==> src/rtl/rbm_pkg.sv <==
// shared types and constants of the rsa modular exponentiation block
package rbm_pkg;

  localparam int WORD_W    = 63;
  localparam int MSG_W     = 32;
  localparam int COUNT_W   = 3;
  localparam int CFG_IDX_W = 2;
  localparam int BYTE_W    = 8;
  localparam int LANE_STEP = 16;
  localparam int STEP_W    = $clog2(WORD_W);

  localparam int BYTES_PER_BLOCK_DEF = 4;
  localparam int MODULUS_BITS_DEF    = 63;

  localparam logic [CFG_IDX_W-1:0] CFG_MODULUS     = 2'd0;
  localparam logic [CFG_IDX_W-1:0] CFG_PUBLIC_EXP  = 2'd1;
  localparam logic [CFG_IDX_W-1:0] CFG_PRIVATE_EXP = 2'd2;

  localparam logic CMD_ENCRYPT = 1'b0;
  localparam logic CMD_DECRYPT = 1'b1;

  typedef enum logic [1:0] {
    ST_IDLE,
    ST_RUN,
    ST_NEXT,
    ST_DONE
  } state_e;

  typedef enum logic [1:0] {
    PH_REDUCE,
    PH_SQUARE,
    PH_MULT
  } phase_e;

endpackage

==> src/rtl/rbm_if.sv <==
// valid/ready channel interfaces for input items, results and register writes
interface rbm_in_if;
  logic                          valid;
  logic                          ready;
  logic                          command;
  logic [rbm_pkg::MSG_W-1:0]     message_bytes;
  logic [rbm_pkg::COUNT_W-1:0]   valid_bytes;
  logic [rbm_pkg::WORD_W-1:0]    cipher_in;

  modport source (output valid, command, message_bytes, valid_bytes, cipher_in, input ready);
  modport sink   (input valid, command, message_bytes, valid_bytes, cipher_in, output ready);
endinterface

interface rbm_out_if;
  logic                       valid;
  logic                       ready;
  logic [rbm_pkg::WORD_W-1:0] cipher_out;
  logic [rbm_pkg::MSG_W-1:0]  plain_out;

  modport source (output valid, cipher_out, plain_out, input ready);
  modport sink   (input valid, cipher_out, plain_out, output ready);
endinterface

interface rbm_cfg_if;
  logic                          valid;
  logic                          ready;
  logic [rbm_pkg::CFG_IDX_W-1:0] index;
  logic [rbm_pkg::WORD_W-1:0]    data;

  modport source (output valid, index, data, input ready);
  modport sink   (input valid, index, data, output ready);
endinterface

==> src/rtl/rsa_block_modexp_unit.sv <==
// rsa modular exponentiation: square and multiply on one bit-serial modular multiplier
// one multiplier pass reduces the base, then for each exponent bit from the msb the
//   multiplier squares and, for a set bit, multiplies by the base
// throughput: one item at a time; the next input is taken once the result sits in the output
//   register, a zero modulus skips the multiplier and gives a zero result
// reset: rst_ni async active low; modulus resets to 1, both exponents to 0, no result pending
module rsa_block_modexp_unit #(
  parameter int BYTES_PER_BLOCK = rbm_pkg::BYTES_PER_BLOCK_DEF,
  parameter int MODULUS_BITS    = rbm_pkg::MODULUS_BITS_DEF
) (
  input  logic       clk_i,
  input  logic       rst_ni,
  rbm_cfg_if.sink    cfg_i,
  rbm_in_if.sink     in_i,
  rbm_out_if.source  out_o
);

  localparam int W = rbm_pkg::WORD_W;
  localparam logic [W-1:0] ModMask = {W{1'b1}} >> (W - MODULUS_BITS);
  localparam logic [rbm_pkg::COUNT_W-1:0] MaxBytes = rbm_pkg::COUNT_W'(BYTES_PER_BLOCK);
  localparam logic [rbm_pkg::STEP_W-1:0] LastStep = rbm_pkg::STEP_W'(W - 1);

  // configuration registers
  logic [W-1:0] modulus_q, public_exp_q, private_exp_q;

  always_ff @(posedge clk_i or negedge rst_ni) begin
    if (!rst_ni) begin
      modulus_q     <= W'(1);
      public_exp_q  <= '0;
      private_exp_q <= '0;
    end else if (cfg_i.valid && cfg_i.ready) begin
      case (cfg_i.index)
        rbm_pkg::CFG_MODULUS:     modulus_q     <= cfg_i.data;
        rbm_pkg::CFG_PUBLIC_EXP:  public_exp_q  <= cfg_i.data;
        rbm_pkg::CFG_PRIVATE_EXP: private_exp_q <= cfg_i.data;
        default: ;
      endcase
    end
  end

  assign cfg_i.ready = 1'b1;

  logic [W-1:0] n;
  logic [W:0]   n2;
  logic [W-1:0] one;
  assign n   = modulus_q & ModMask;
  assign n2  = {n, 1'b0};
  assign one = (n == W'(1)) ? '0 : W'(1);

  // control and datapath registers
  rbm_pkg::state_e state_q, state_d;
  rbm_pkg::phase_e phase_q, phase_d;
  logic [rbm_pkg::STEP_W-1:0] step_q, step_d;
  logic [rbm_pkg::STEP_W-1:0] iter_q, iter_d;
  logic out_valid_q, out_valid_d;
  logic cmd_q, cmd_d;
  logic [W-1:0] acc_q, acc_d;
  logic [W-1:0] op_a_q, op_a_d;
  logic [W-1:0] op_b_q, op_b_d;
  logic [W-1:0] base_q, base_d;
  logic [W-1:0] r_q, r_d;
  logic [W-1:0] exp_q, exp_d;
  logic [W-1:0] cipher_q, cipher_d;
  logic [rbm_pkg::MSG_W-1:0] plain_q, plain_d;

  // input word packing, byte k at bit 16k
  logic [rbm_pkg::COUNT_W-1:0] count_sat;
  logic [W-1:0] packed_word;
  logic [W-1:0] in_base;

  always_comb begin
    count_sat   = (in_i.valid_bytes > MaxBytes) ? MaxBytes : in_i.valid_bytes;
    packed_word = '0;
    for (int k = 0; k < BYTES_PER_BLOCK; k++) begin
      if (rbm_pkg::COUNT_W'(k) < count_sat) begin
        packed_word[rbm_pkg::LANE_STEP*k +: rbm_pkg::BYTE_W] =
          in_i.message_bytes[rbm_pkg::BYTE_W*k +: rbm_pkg::BYTE_W];
      end
    end
    in_base = (in_i.command == rbm_pkg::CMD_DECRYPT) ? in_i.cipher_in : packed_word;
  end

  // one multiplier step: acc = (2*acc + bit*a) mod n, sum stays below 3n
  logic [W+1:0] sum;
  logic [W+2:0] diff1, diff2;
  logic [W-1:0] step_res;

  assign sum   = {1'b0, acc_q, 1'b0} + {2'b0, (op_b_q[W-1] ? op_a_q : '0)};
  assign diff1 = {1'b0, sum} - {3'b0, n};
  assign diff2 = {1'b0, sum} - {2'b0, n2};
  assign step_res = !diff2[W+2] ? diff2[W-1:0] : (!diff1[W+2] ? diff1[W-1:0] : sum[W-1:0]);

  // unpacking of the decrypted word, byte j from bit 16j
  logic [rbm_pkg::MSG_W-1:0] plain_word;
  always_comb begin
    plain_word = '0;
    for (int k = 0; k < BYTES_PER_BLOCK; k++) begin
      plain_word[rbm_pkg::BYTE_W*k +: rbm_pkg::BYTE_W] =
        r_q[rbm_pkg::LANE_STEP*k +: rbm_pkg::BYTE_W];
    end
  end

  logic in_xfer, out_xfer, out_free, iter_end;
  assign in_xfer  = in_i.valid && in_i.ready;
  assign out_xfer = out_o.valid && out_o.ready;
  assign out_free = !out_valid_q || out_o.ready;
  assign iter_end = (phase_q == rbm_pkg::PH_MULT) ||
                    (phase_q == rbm_pkg::PH_SQUARE && !exp_q[W-1]);

  // next state
  always_comb begin
    state_d = state_q;
    case (state_q)
      rbm_pkg::ST_IDLE: begin
        if (in_xfer) begin
          state_d = (n == '0) ? rbm_pkg::ST_DONE : rbm_pkg::ST_RUN;
        end
      end
      rbm_pkg::ST_RUN: begin
        if (step_q == LastStep) begin
          state_d = rbm_pkg::ST_NEXT;
        end
      end
      rbm_pkg::ST_NEXT: begin
        if (iter_end && iter_q == LastStep) begin
          state_d = rbm_pkg::ST_DONE;
        end else begin
          state_d = rbm_pkg::ST_RUN;
        end
      end
      rbm_pkg::ST_DONE: begin
        if (out_free) begin
          state_d = rbm_pkg::ST_IDLE;
        end
      end
      default: state_d = rbm_pkg::ST_IDLE;
    endcase
  end

  // outputs and datapath
  always_comb begin
    in_i.ready  = (state_q == rbm_pkg::ST_IDLE);
    phase_d     = phase_q;
    step_d      = step_q;
    iter_d      = iter_q;
    out_valid_d = out_valid_q && !out_xfer;
    cmd_d       = cmd_q;
    acc_d       = acc_q;
    op_a_d      = op_a_q;
    op_b_d      = op_b_q;
    base_d      = base_q;
    r_d         = r_q;
    exp_d       = exp_q;
    cipher_d    = cipher_q;
    plain_d     = plain_q;
    case (state_q)
      rbm_pkg::ST_IDLE: begin
        if (in_xfer) begin
          cmd_d   = in_i.command;
          exp_d   = (in_i.command == rbm_pkg::CMD_DECRYPT) ? private_exp_q : public_exp_q;
          // base reduction runs as one * base through the multiplier
          op_a_d  = one;
          op_b_d  = in_base;
          acc_d   = '0;
          step_d  = '0;
          iter_d  = '0;
          phase_d = rbm_pkg::PH_REDUCE;
          r_d     = (n == '0) ? '0 : one;
        end
      end
      rbm_pkg::ST_RUN: begin
        acc_d  = step_res;
        op_b_d = {op_b_q[W-2:0], 1'b0};
        step_d = step_q + rbm_pkg::STEP_W'(1);
      end
      rbm_pkg::ST_NEXT: begin
        acc_d  = '0;
        step_d = '0;
        case (phase_q)
          rbm_pkg::PH_REDUCE: begin
            base_d  = acc_q;
            op_a_d  = r_q;
            op_b_d  = r_q;
            phase_d = rbm_pkg::PH_SQUARE;
          end
          rbm_pkg::PH_SQUARE: begin
            r_d = acc_q;
            if (exp_q[W-1]) begin
              op_a_d  = base_q;
              op_b_d  = acc_q;
              phase_d = rbm_pkg::PH_MULT;
            end else begin
              exp_d   = {exp_q[W-2:0], 1'b0};
              iter_d  = iter_q + rbm_pkg::STEP_W'(1);
              op_a_d  = acc_q;
              op_b_d  = acc_q;
              phase_d = rbm_pkg::PH_SQUARE;
            end
          end
          rbm_pkg::PH_MULT: begin
            r_d     = acc_q;
            exp_d   = {exp_q[W-2:0], 1'b0};
            iter_d  = iter_q + rbm_pkg::STEP_W'(1);
            op_a_d  = acc_q;
            op_b_d  = acc_q;
            phase_d = rbm_pkg::PH_SQUARE;
          end
          default: phase_d = rbm_pkg::PH_SQUARE;
        endcase
      end
      rbm_pkg::ST_DONE: begin
        if (out_free) begin
          out_valid_d = 1'b1;
          cipher_d    = (cmd_q == rbm_pkg::CMD_ENCRYPT) ? r_q : '0;
          plain_d     = (cmd_q == rbm_pkg::CMD_DECRYPT) ? plain_word : '0;
        end
      end
      default: ;
    endcase
  end

  always_ff @(posedge clk_i or negedge rst_ni) begin
    if (!rst_ni) begin
      state_q     <= rbm_pkg::ST_IDLE;
      phase_q     <= rbm_pkg::PH_REDUCE;
      step_q      <= '0;
      iter_q      <= '0;
      out_valid_q <= 1'b0;
    end else begin
      state_q     <= state_d;
      phase_q     <= phase_d;
      step_q      <= step_d;
      iter_q      <= iter_d;
      out_valid_q <= out_valid_d;
    end
  end

  always_ff @(posedge clk_i) begin
    cmd_q    <= cmd_d;
    acc_q    <= acc_d;
    op_a_q   <= op_a_d;
    op_b_q   <= op_b_d;
    base_q   <= base_d;
    r_q      <= r_d;
    exp_q    <= exp_d;
    cipher_q <= cipher_d;
    plain_q  <= plain_d;
  end

  assign out_o.valid      = out_valid_q;
  assign out_o.cipher_out = cipher_q;
  assign out_o.plain_out  = plain_q;

endmodule
==> src/flat_wrapper.sv <==
// flat-port wrapper written by rule: the top's interface ports become plain ports
module rsa_block_modexp_unit_flat 
#(
  parameter int BYTES_PER_BLOCK = rbm_pkg::BYTES_PER_BLOCK_DEF,
  parameter int MODULUS_BITS    = rbm_pkg::MODULUS_BITS_DEF
)
  (clk_i, rst_ni, cfg_i_valid, cfg_i_index, cfg_i_data, cfg_i_ready, in_i_valid, in_i_command, in_i_message_bytes, in_i_valid_bytes, in_i_cipher_in, in_i_ready, out_o_valid, out_o_cipher_out, out_o_plain_out, out_o_ready);
  rbm_cfg_if cfg_i_i ();
  rbm_in_if in_i_i ();
  rbm_out_if out_o_i ();
  input  logic clk_i;
  input  logic rst_ni;
  input wire logic [$bits(cfg_i_i.valid)-1:0] cfg_i_valid;
  input wire logic [$bits(cfg_i_i.index)-1:0] cfg_i_index;
  input wire logic [$bits(cfg_i_i.data)-1:0] cfg_i_data;
  output wire logic [$bits(cfg_i_i.ready)-1:0] cfg_i_ready;
  input wire logic [$bits(in_i_i.valid)-1:0] in_i_valid;
  input wire logic [$bits(in_i_i.command)-1:0] in_i_command;
  input wire logic [$bits(in_i_i.message_bytes)-1:0] in_i_message_bytes;
  input wire logic [$bits(in_i_i.valid_bytes)-1:0] in_i_valid_bytes;
  input wire logic [$bits(in_i_i.cipher_in)-1:0] in_i_cipher_in;
  output wire logic [$bits(in_i_i.ready)-1:0] in_i_ready;
  output wire logic [$bits(out_o_i.valid)-1:0] out_o_valid;
  output wire logic [$bits(out_o_i.cipher_out)-1:0] out_o_cipher_out;
  output wire logic [$bits(out_o_i.plain_out)-1:0] out_o_plain_out;
  input wire logic [$bits(out_o_i.ready)-1:0] out_o_ready;
  assign cfg_i_i.valid = cfg_i_valid;
  assign cfg_i_i.index = cfg_i_index;
  assign cfg_i_i.data = cfg_i_data;
  assign cfg_i_ready = cfg_i_i.ready;
  assign in_i_i.valid = in_i_valid;
  assign in_i_i.command = in_i_command;
  assign in_i_i.message_bytes = in_i_message_bytes;
  assign in_i_i.valid_bytes = in_i_valid_bytes;
  assign in_i_i.cipher_in = in_i_cipher_in;
  assign in_i_ready = in_i_i.ready;
  assign out_o_valid = out_o_i.valid;
  assign out_o_cipher_out = out_o_i.cipher_out;
  assign out_o_plain_out = out_o_i.plain_out;
  assign out_o_i.ready = out_o_ready;
  rsa_block_modexp_unit #(.BYTES_PER_BLOCK(BYTES_PER_BLOCK), .MODULUS_BITS(MODULUS_BITS)) u_core (.clk_i(clk_i), .rst_ni(rst_ni), .cfg_i(cfg_i_i), .in_i(in_i_i), .out_o(out_o_i));
endmodule
==> config.mk <==
export PLATFORM = sky130hd
export DESIGN_NAME = rsa_block_modexp_unit_flat
export DESIGN_NICKNAME = d
export VERILOG_FILES = /design/src/rtl/rbm_pkg.sv /design/src/rtl/rbm_if.sv /design/src/rtl/rsa_block_modexp_unit.sv /design/src/flat_wrapper.sv
export SDC_FILE = /design/constraint.sdc
export NUM_CORES = 1
export LEC_CHECK = 0
export ABC_AREA = 1
export BUFFER_PORTS_ARGS = -buffer_cell sky130_fd_sc_hd__buf_2
export CAP_MARGIN = 20
export CORE_AREA = 2 2 258 387
export CTS_CLUSTER_SIZE = 20
export DETAILED_ROUTE_END_ITERATION = 10
export DIE_AREA = 0 0 260 389
export SYNTH_ARGS = -nofsm -noshare
export SYNTH_HDL_FRONTEND = slang
export SYNTH_SLANG_ARGS = --single-unit
==> constraint.sdc <==
create_clock -name clk_i -period 18.35 [get_ports clk_i]
set_clock_uncertainty 0.2 [all_clocks]
set_input_delay 2.7525 -clock clk_i [delete_from_list [all_inputs] [get_ports clk_i]]
set_output_delay 2.7525 -clock clk_i [all_outputs]
set_load 0.03 [all_outputs]
# [Yosys cells after proc, flatten, opt, wreduce, memory -nomap -nowiden]
# Index checks and enable logic that the tools add are counted.
[word_totals] out_inout_bits=98 register_bits=680 in_bits=169 word_cells=122
[classes] eq_ne=18 muxes=45 n_lt_le_gt_ge=5 n_addsub=5 n_reduce_logical=31
[op_table] operator="$mux 63" count=14
[op_table] operator="$pmux 63 s2" count=5
[op_table] operator="$pmux 63 s3" count=3
[op_table] operator="$sub 65x63->66" count=1
[op_table] operator="$sub 65x64->66" count=1
[op_table] operator="$add 64x63->65" count=1
[op_table] operator="$eq 63x1->1 const B" count=1
[op_table] operator="$logic_not 63->1" count=1
[op_table] operator="$mux 8" count=4
[op_table] operator="$pmux 6 s2" count=2
[op_table] operator="$pmux 6 s3" count=1
[op_table] operator="$mux 2" count=8
[op_table] operator="$reduce_and 2->1" count=8
[op_table] operator="$reduce_and 3->1" count=5
[op_table] operator="$add 6x1->6 const B" count=2
[op_table] operator="$eq 6x6->1 const B" count=2
[op_table] operator="$mux 6" count=2
[op_table] operator="$eq 2x2->1 const B" count=4
[op_table] operator="$pmux 2 s4" count=1
[op_table] operator="$eq 2x1->1 const B" count=3
[op_table] operator="$logic_not 2->1" count=3
[op_table] operator="$lt 1x3->1 const A" count=2
[op_table] operator="$lt 2x3->1 const A" count=2
[op_table] operator="$ne 3x3->1 const B" count=2
[op_table] operator="15 further kinds" count=26

# [Longest topological paths before layout]
[depth] ltp_word=7 ltp_mapped=37 ltp_nobuf=35

# [Worst setup path after synthesis]
# No wires, ideal clock.
[synth_path] kind="input to register" startpoint="in in_i_valid" endpoint="reg u_core.op_b_q[0], enable pin" cell_stages=4 t_required_ns=17.645 setup_ns=0.505 setup_slack_ns=8.388 arrival_ns=9.257 cell_sequence="nor2_1 -> nor2_1 -> inv_1 -> a21oi_1"
[synth_between] elab_chain_len=3
[synth_rtl] element="start, declared" line_no="flat_wrapper.sv:17" source="input wire logic [$bits(in_i_i.valid)-1:0] in_i_valid;"
[synth_rtl] element="$logic_and 1x1->1" line_no="rsa_block_modexp_unit.sv:104" source="assign in_xfer = in_i.valid && in_i.ready;"
[synth_rtl] element="$ne 2x2->1 (no line)"
[synth_rtl] element="$reduce_and 3->1 (no line)"
[synth_rtl] element="end signal, assigned" line_no="rsa_block_modexp_unit.sv:242" source="op_b_q <= op_b_d;"
[synth_rtl] element="end, declared" line_no="rsa_block_modexp_unit.sv:59" source="logic [W-1:0] op_b_q, op_b_d;"
# No other way between the ends.
# A chain may end at the register's enable or synchronous reset.

# [Final worst setup path]
[layout_path] startpoint="reg u_core.op_b_q[62]" endpoint="reg u_core.acc_q[12], data pin"
[layout_between] elab_chain_len=6 elab_cells_between_ends=7
[layout_rtl] element="$mux 63 (*)" line_no="rsa_block_modexp_unit.sv:88" source="assign sum = {1'b0, acc_q, 1'b0} + {2'b0, (op_b_q[W-1] ? op_a_q : '0)};"
[layout_rtl] element="$add 64x63->65 (*)" line_no="rsa_block_modexp_unit.sv:88"
[layout_rtl] element="$sub 65x63->66" line_no="rsa_block_modexp_unit.sv:89" source="assign diff1 = {1'b0, sum} - {3'b0, n};"
[layout_rtl] element="$mux 63" line_no="rsa_block_modexp_unit.sv:91" source="assign step_res = !diff2[W+2] ? diff2[W-1:0] : (!diff1[W+2] ? diff1[W-1:0] : sum[W-1:0]);"
[layout_rtl] element="$mux 63 (*)" line_no="rsa_block_modexp_unit.sv:91"
[layout_rtl] element="$pmux 63 s3 (*)" line_no="rsa_block_modexp_unit.sv:156" source="case (state_q)"
[layout_rtl] element="end signal, assigned" line_no="rsa_block_modexp_unit.sv:240" source="acc_q <= acc_d;"
[layout_rtl] element="end, declared" line_no="rsa_block_modexp_unit.sv:57" source="logic [W-1:0] acc_q, acc_d;"
# Mark *: on every way between the ends. The rest lies on a longest branch, timed or not.

==> results.toml <==
[outcome]
status = "finished, final reports clean"

[layout]
area_delta_synth_final_pct = 11.0
fin_area_um2 = 49700
final_util_pct = 50.7
antennaDiodeCount = 0
nNetsFinal = 6501
drive_above_1_share_pct = 8.02

[global_route]
use_met2_pct = 59.0
grt.busiest_layer = "met2"
grt_max_degree = 127
grt_overflow = 0
antenna_found_initial = 1
track_usage_pct = 34.2
grt_pass1_vias = 41600
grt_use_met1_pct = 39.3
grt_pass1_wl_um = 257000
grtUsageMet3_pct = 3.29

[setup_path]
path_class = "register to register"
critPathBufInv = 6
cp-end-kind = "register"
reg2reg_from = "u_core.op_b_q[62]"
crit_path_top_delay_cell = "buf_4"
crit_family = "simple AND/OR/NAND/NOR gates"
critical_path.startpoint_type = "register"
worst_path_most_repeated_cell = "nand2_1"
cp.arrival_ps = 7390
worst-endpoint-required_ps = 18590
critPathMaxStageDelay_ps = 630
cp_max_fo = 81
crit_start = "u_core.op_b_q[62]"

[synthesis]
synth_seq_cells = 680
yosysTopAreaCell = "edfxtp_1"
netlist_top_cells_area = "edfxtp_1 32%, nand2_1 12%, dfrtp_1 11%, inv_1 7.4%, o21ai_0 6.3%"
synth_ff_type = "edfxtp_1"
syn_avg_cell_area_um2 = 7.53
synth_nets = 6313
synth_most_common_cell = "nand2_1"
synth_edf_count = 474
syn-cell-area_um2 = 44700
synthTopCellsByCount = "1468 x nand2_1, 885 x inv_1, 631 x nor2_1"
synth_top_area_share_pct = 31.8
syn_inst = 5942
synthArstFlopShare_pct = 30.3
yosysWarnings = 0
synthDistinctLibCells = 60
synth-seq-area-share_pct = 43.4

[floorplan]
dieArea_um2 = 101000
die_y_um = 389
fp.dieW_um = 260
fp-row-count = 141
fp.coreArea_um2 = 97900
start_util_pct = 45.7
ios = 267

[clock_network]
cts-root-buf = "clkbuf_16"
cts_tree = "built"
holdBufCountCts = 0
cts_max_level = 3
cts.sinks = 680
cts_setup_buffers = 0
clk_latency_ps = 680
cts_buffer_depth = 3
numCtsBuffers = 71
path_clk_slew_ps = 60
cts_resized = 0

[drt]
wl_per_cell_um = 23.2
first_pass_iters = 6
ant_nets = 0
viasPerCell = 5.54
drt_iter0_markers = 3185
wirelength_um = 174000
vias = 41400
drc = 0

[placed_design]
place_congestion = 1.07
place_area_um2 = 47300
dp_slack_ps = 11360
io_buffers = 265
dp_hpwl_um = 137000

[timing]
rsz0062_at_grt = "false"
slew_violations = 0
period_needed_ps = 7150
final_hold_viol_count = 0
worstMarginPinSlew_ps = 1170
timing.fmax_mhz = 140
postLayoutSetupSlackWorst_ps = 11200
finalSetupViolations = 0
period_share_pct = 39.0
finalSetupTns_ps = 0
timing.slew.headroom_pct = 20.9

[hold_path]
hp-start = "u_core.private_exp_q[24]"
hold_path.class = "register to register"

[job]
drv_cap = 0
==> area by class of cell <==
type	instances	area, um2
Clock buffer	90	1900
Fill cell	9863	48200
Inverter	903	3390
Timing Repair Buffer	310	1710
Sequential cell	680	19400
Multi-Input combinational cell	4164	21200
Tap cell	1287	1610
Clock inverter	39	423
==> path summary, 6_finish.rpt <==
check                                                end  slack, ps  cells past startpoint
worst max-delay path                    u_core.acc_q[12]      11200                     32
worst min-delay path            u_core.private_exp_q[24]        280                      2
worst max register to register          u_core.acc_q[12]      11200                     32
worst min register to register  u_core.private_exp_q[24]        280                      2
max in group asynchronous               u_core.iter_q[4]      14860                      3
min in group asynchronous        u_core.public_exp_q[16]       1870                      1
==> layout by cell type (no fill, tap or decap), types with 7 or more instances in the layout <==
cell / n
clkinv_1: 12
ha_1: 196
nor3_1: 36
nor2_1: 626
o21bai_1: 46
nand2_1: 1464
buf_4: 43
nor4_1: 18
o21ai_1: 24
inv_2: 17
clkbuf_1: 16
nand4_1: 59
edfxtp_1: 474
o22ai_1: 61
xnor2_1: 53
a22oi_1: 68
a21oi_1: 335
nand3b_1: 15
clkbuf_16: 73
a21o_1: 17
clkinv_2: 13
nor2_2: 10
inv_1: 882
a21boi_0: 8
dfrtp_1: 205
o21a_1: 11
buf_2: 264
nand3_1: 368
a31oi_1: 7
nand2_2: 15
a221oi_1: 12
o21ai_0: 564
xor2_1: 77
==> kinds of logic (layout without fill, tap and decap cells) <==
family | count (synthesis) | in the layout | share of synthesized area [%]
adders and majority gates | 202 | 202 | 5.70
buffers and inverters | 1098 | 1342 | 9.45
and+or+nand+nor | 2647 | 2647 | 24.3
DFF | 680 | 680 | 43.4
AOI/OAI and AO/OA | 1184 | 1184 | 14.6
other | 1 | 1 | 0.00838
xor gates and xnor gates | 130 | 130 | 2.55
==> worst register-to-register path, delay by kind of cell, from the launching register on <==
kind,cells,cell delay [ps]
simple gates,21,3390
buf+inv,6,1540
fa+ha+maj,3,880
xor+xnor,1,470
flops,1,320
compound gates,1,120
==> through the flow <==
step	hold WS (ps)	instances
3_5_place_dp	268	7342
2_1_floorplan	248	5942
3_3_place_gp	260	7342
6_report	279	7473
4_1_cts	283	7471
5_1_grt	302	7473
==> per-layer routing <==
layer	routed length (um)	vias up	share of wire (%)
met2	85100	1500	49
met3	8360	398	4.8
li1	-	20000	-
met1	66000	19500	38
met4	14200	2	8.2
met5	12	-	0.0069
==> flip-flops by register name (all words and copies together), names as in the netlist, 2 cells and up <==
signal	cells
u_core.private_exp_q	63
u_core.base_q	63
u_core.out_o.cipher_out	63
u_core.step_q	6
u_core.modulus_q	63
u_core.state_q	2
u_core.out_o.plain_out	32
u_core.acc_q	63
u_core.op_b_q	63
u_core.iter_q	6
u_core.phase_q	2
u_core.public_exp_q	63
u_core.r_q	63
u_core.op_a_q	63
u_core.exp_q	63
Power is left out: the tool's default activity adds up to more than one toggle a clock period on the data nets, which glitch-free logic cannot reach.
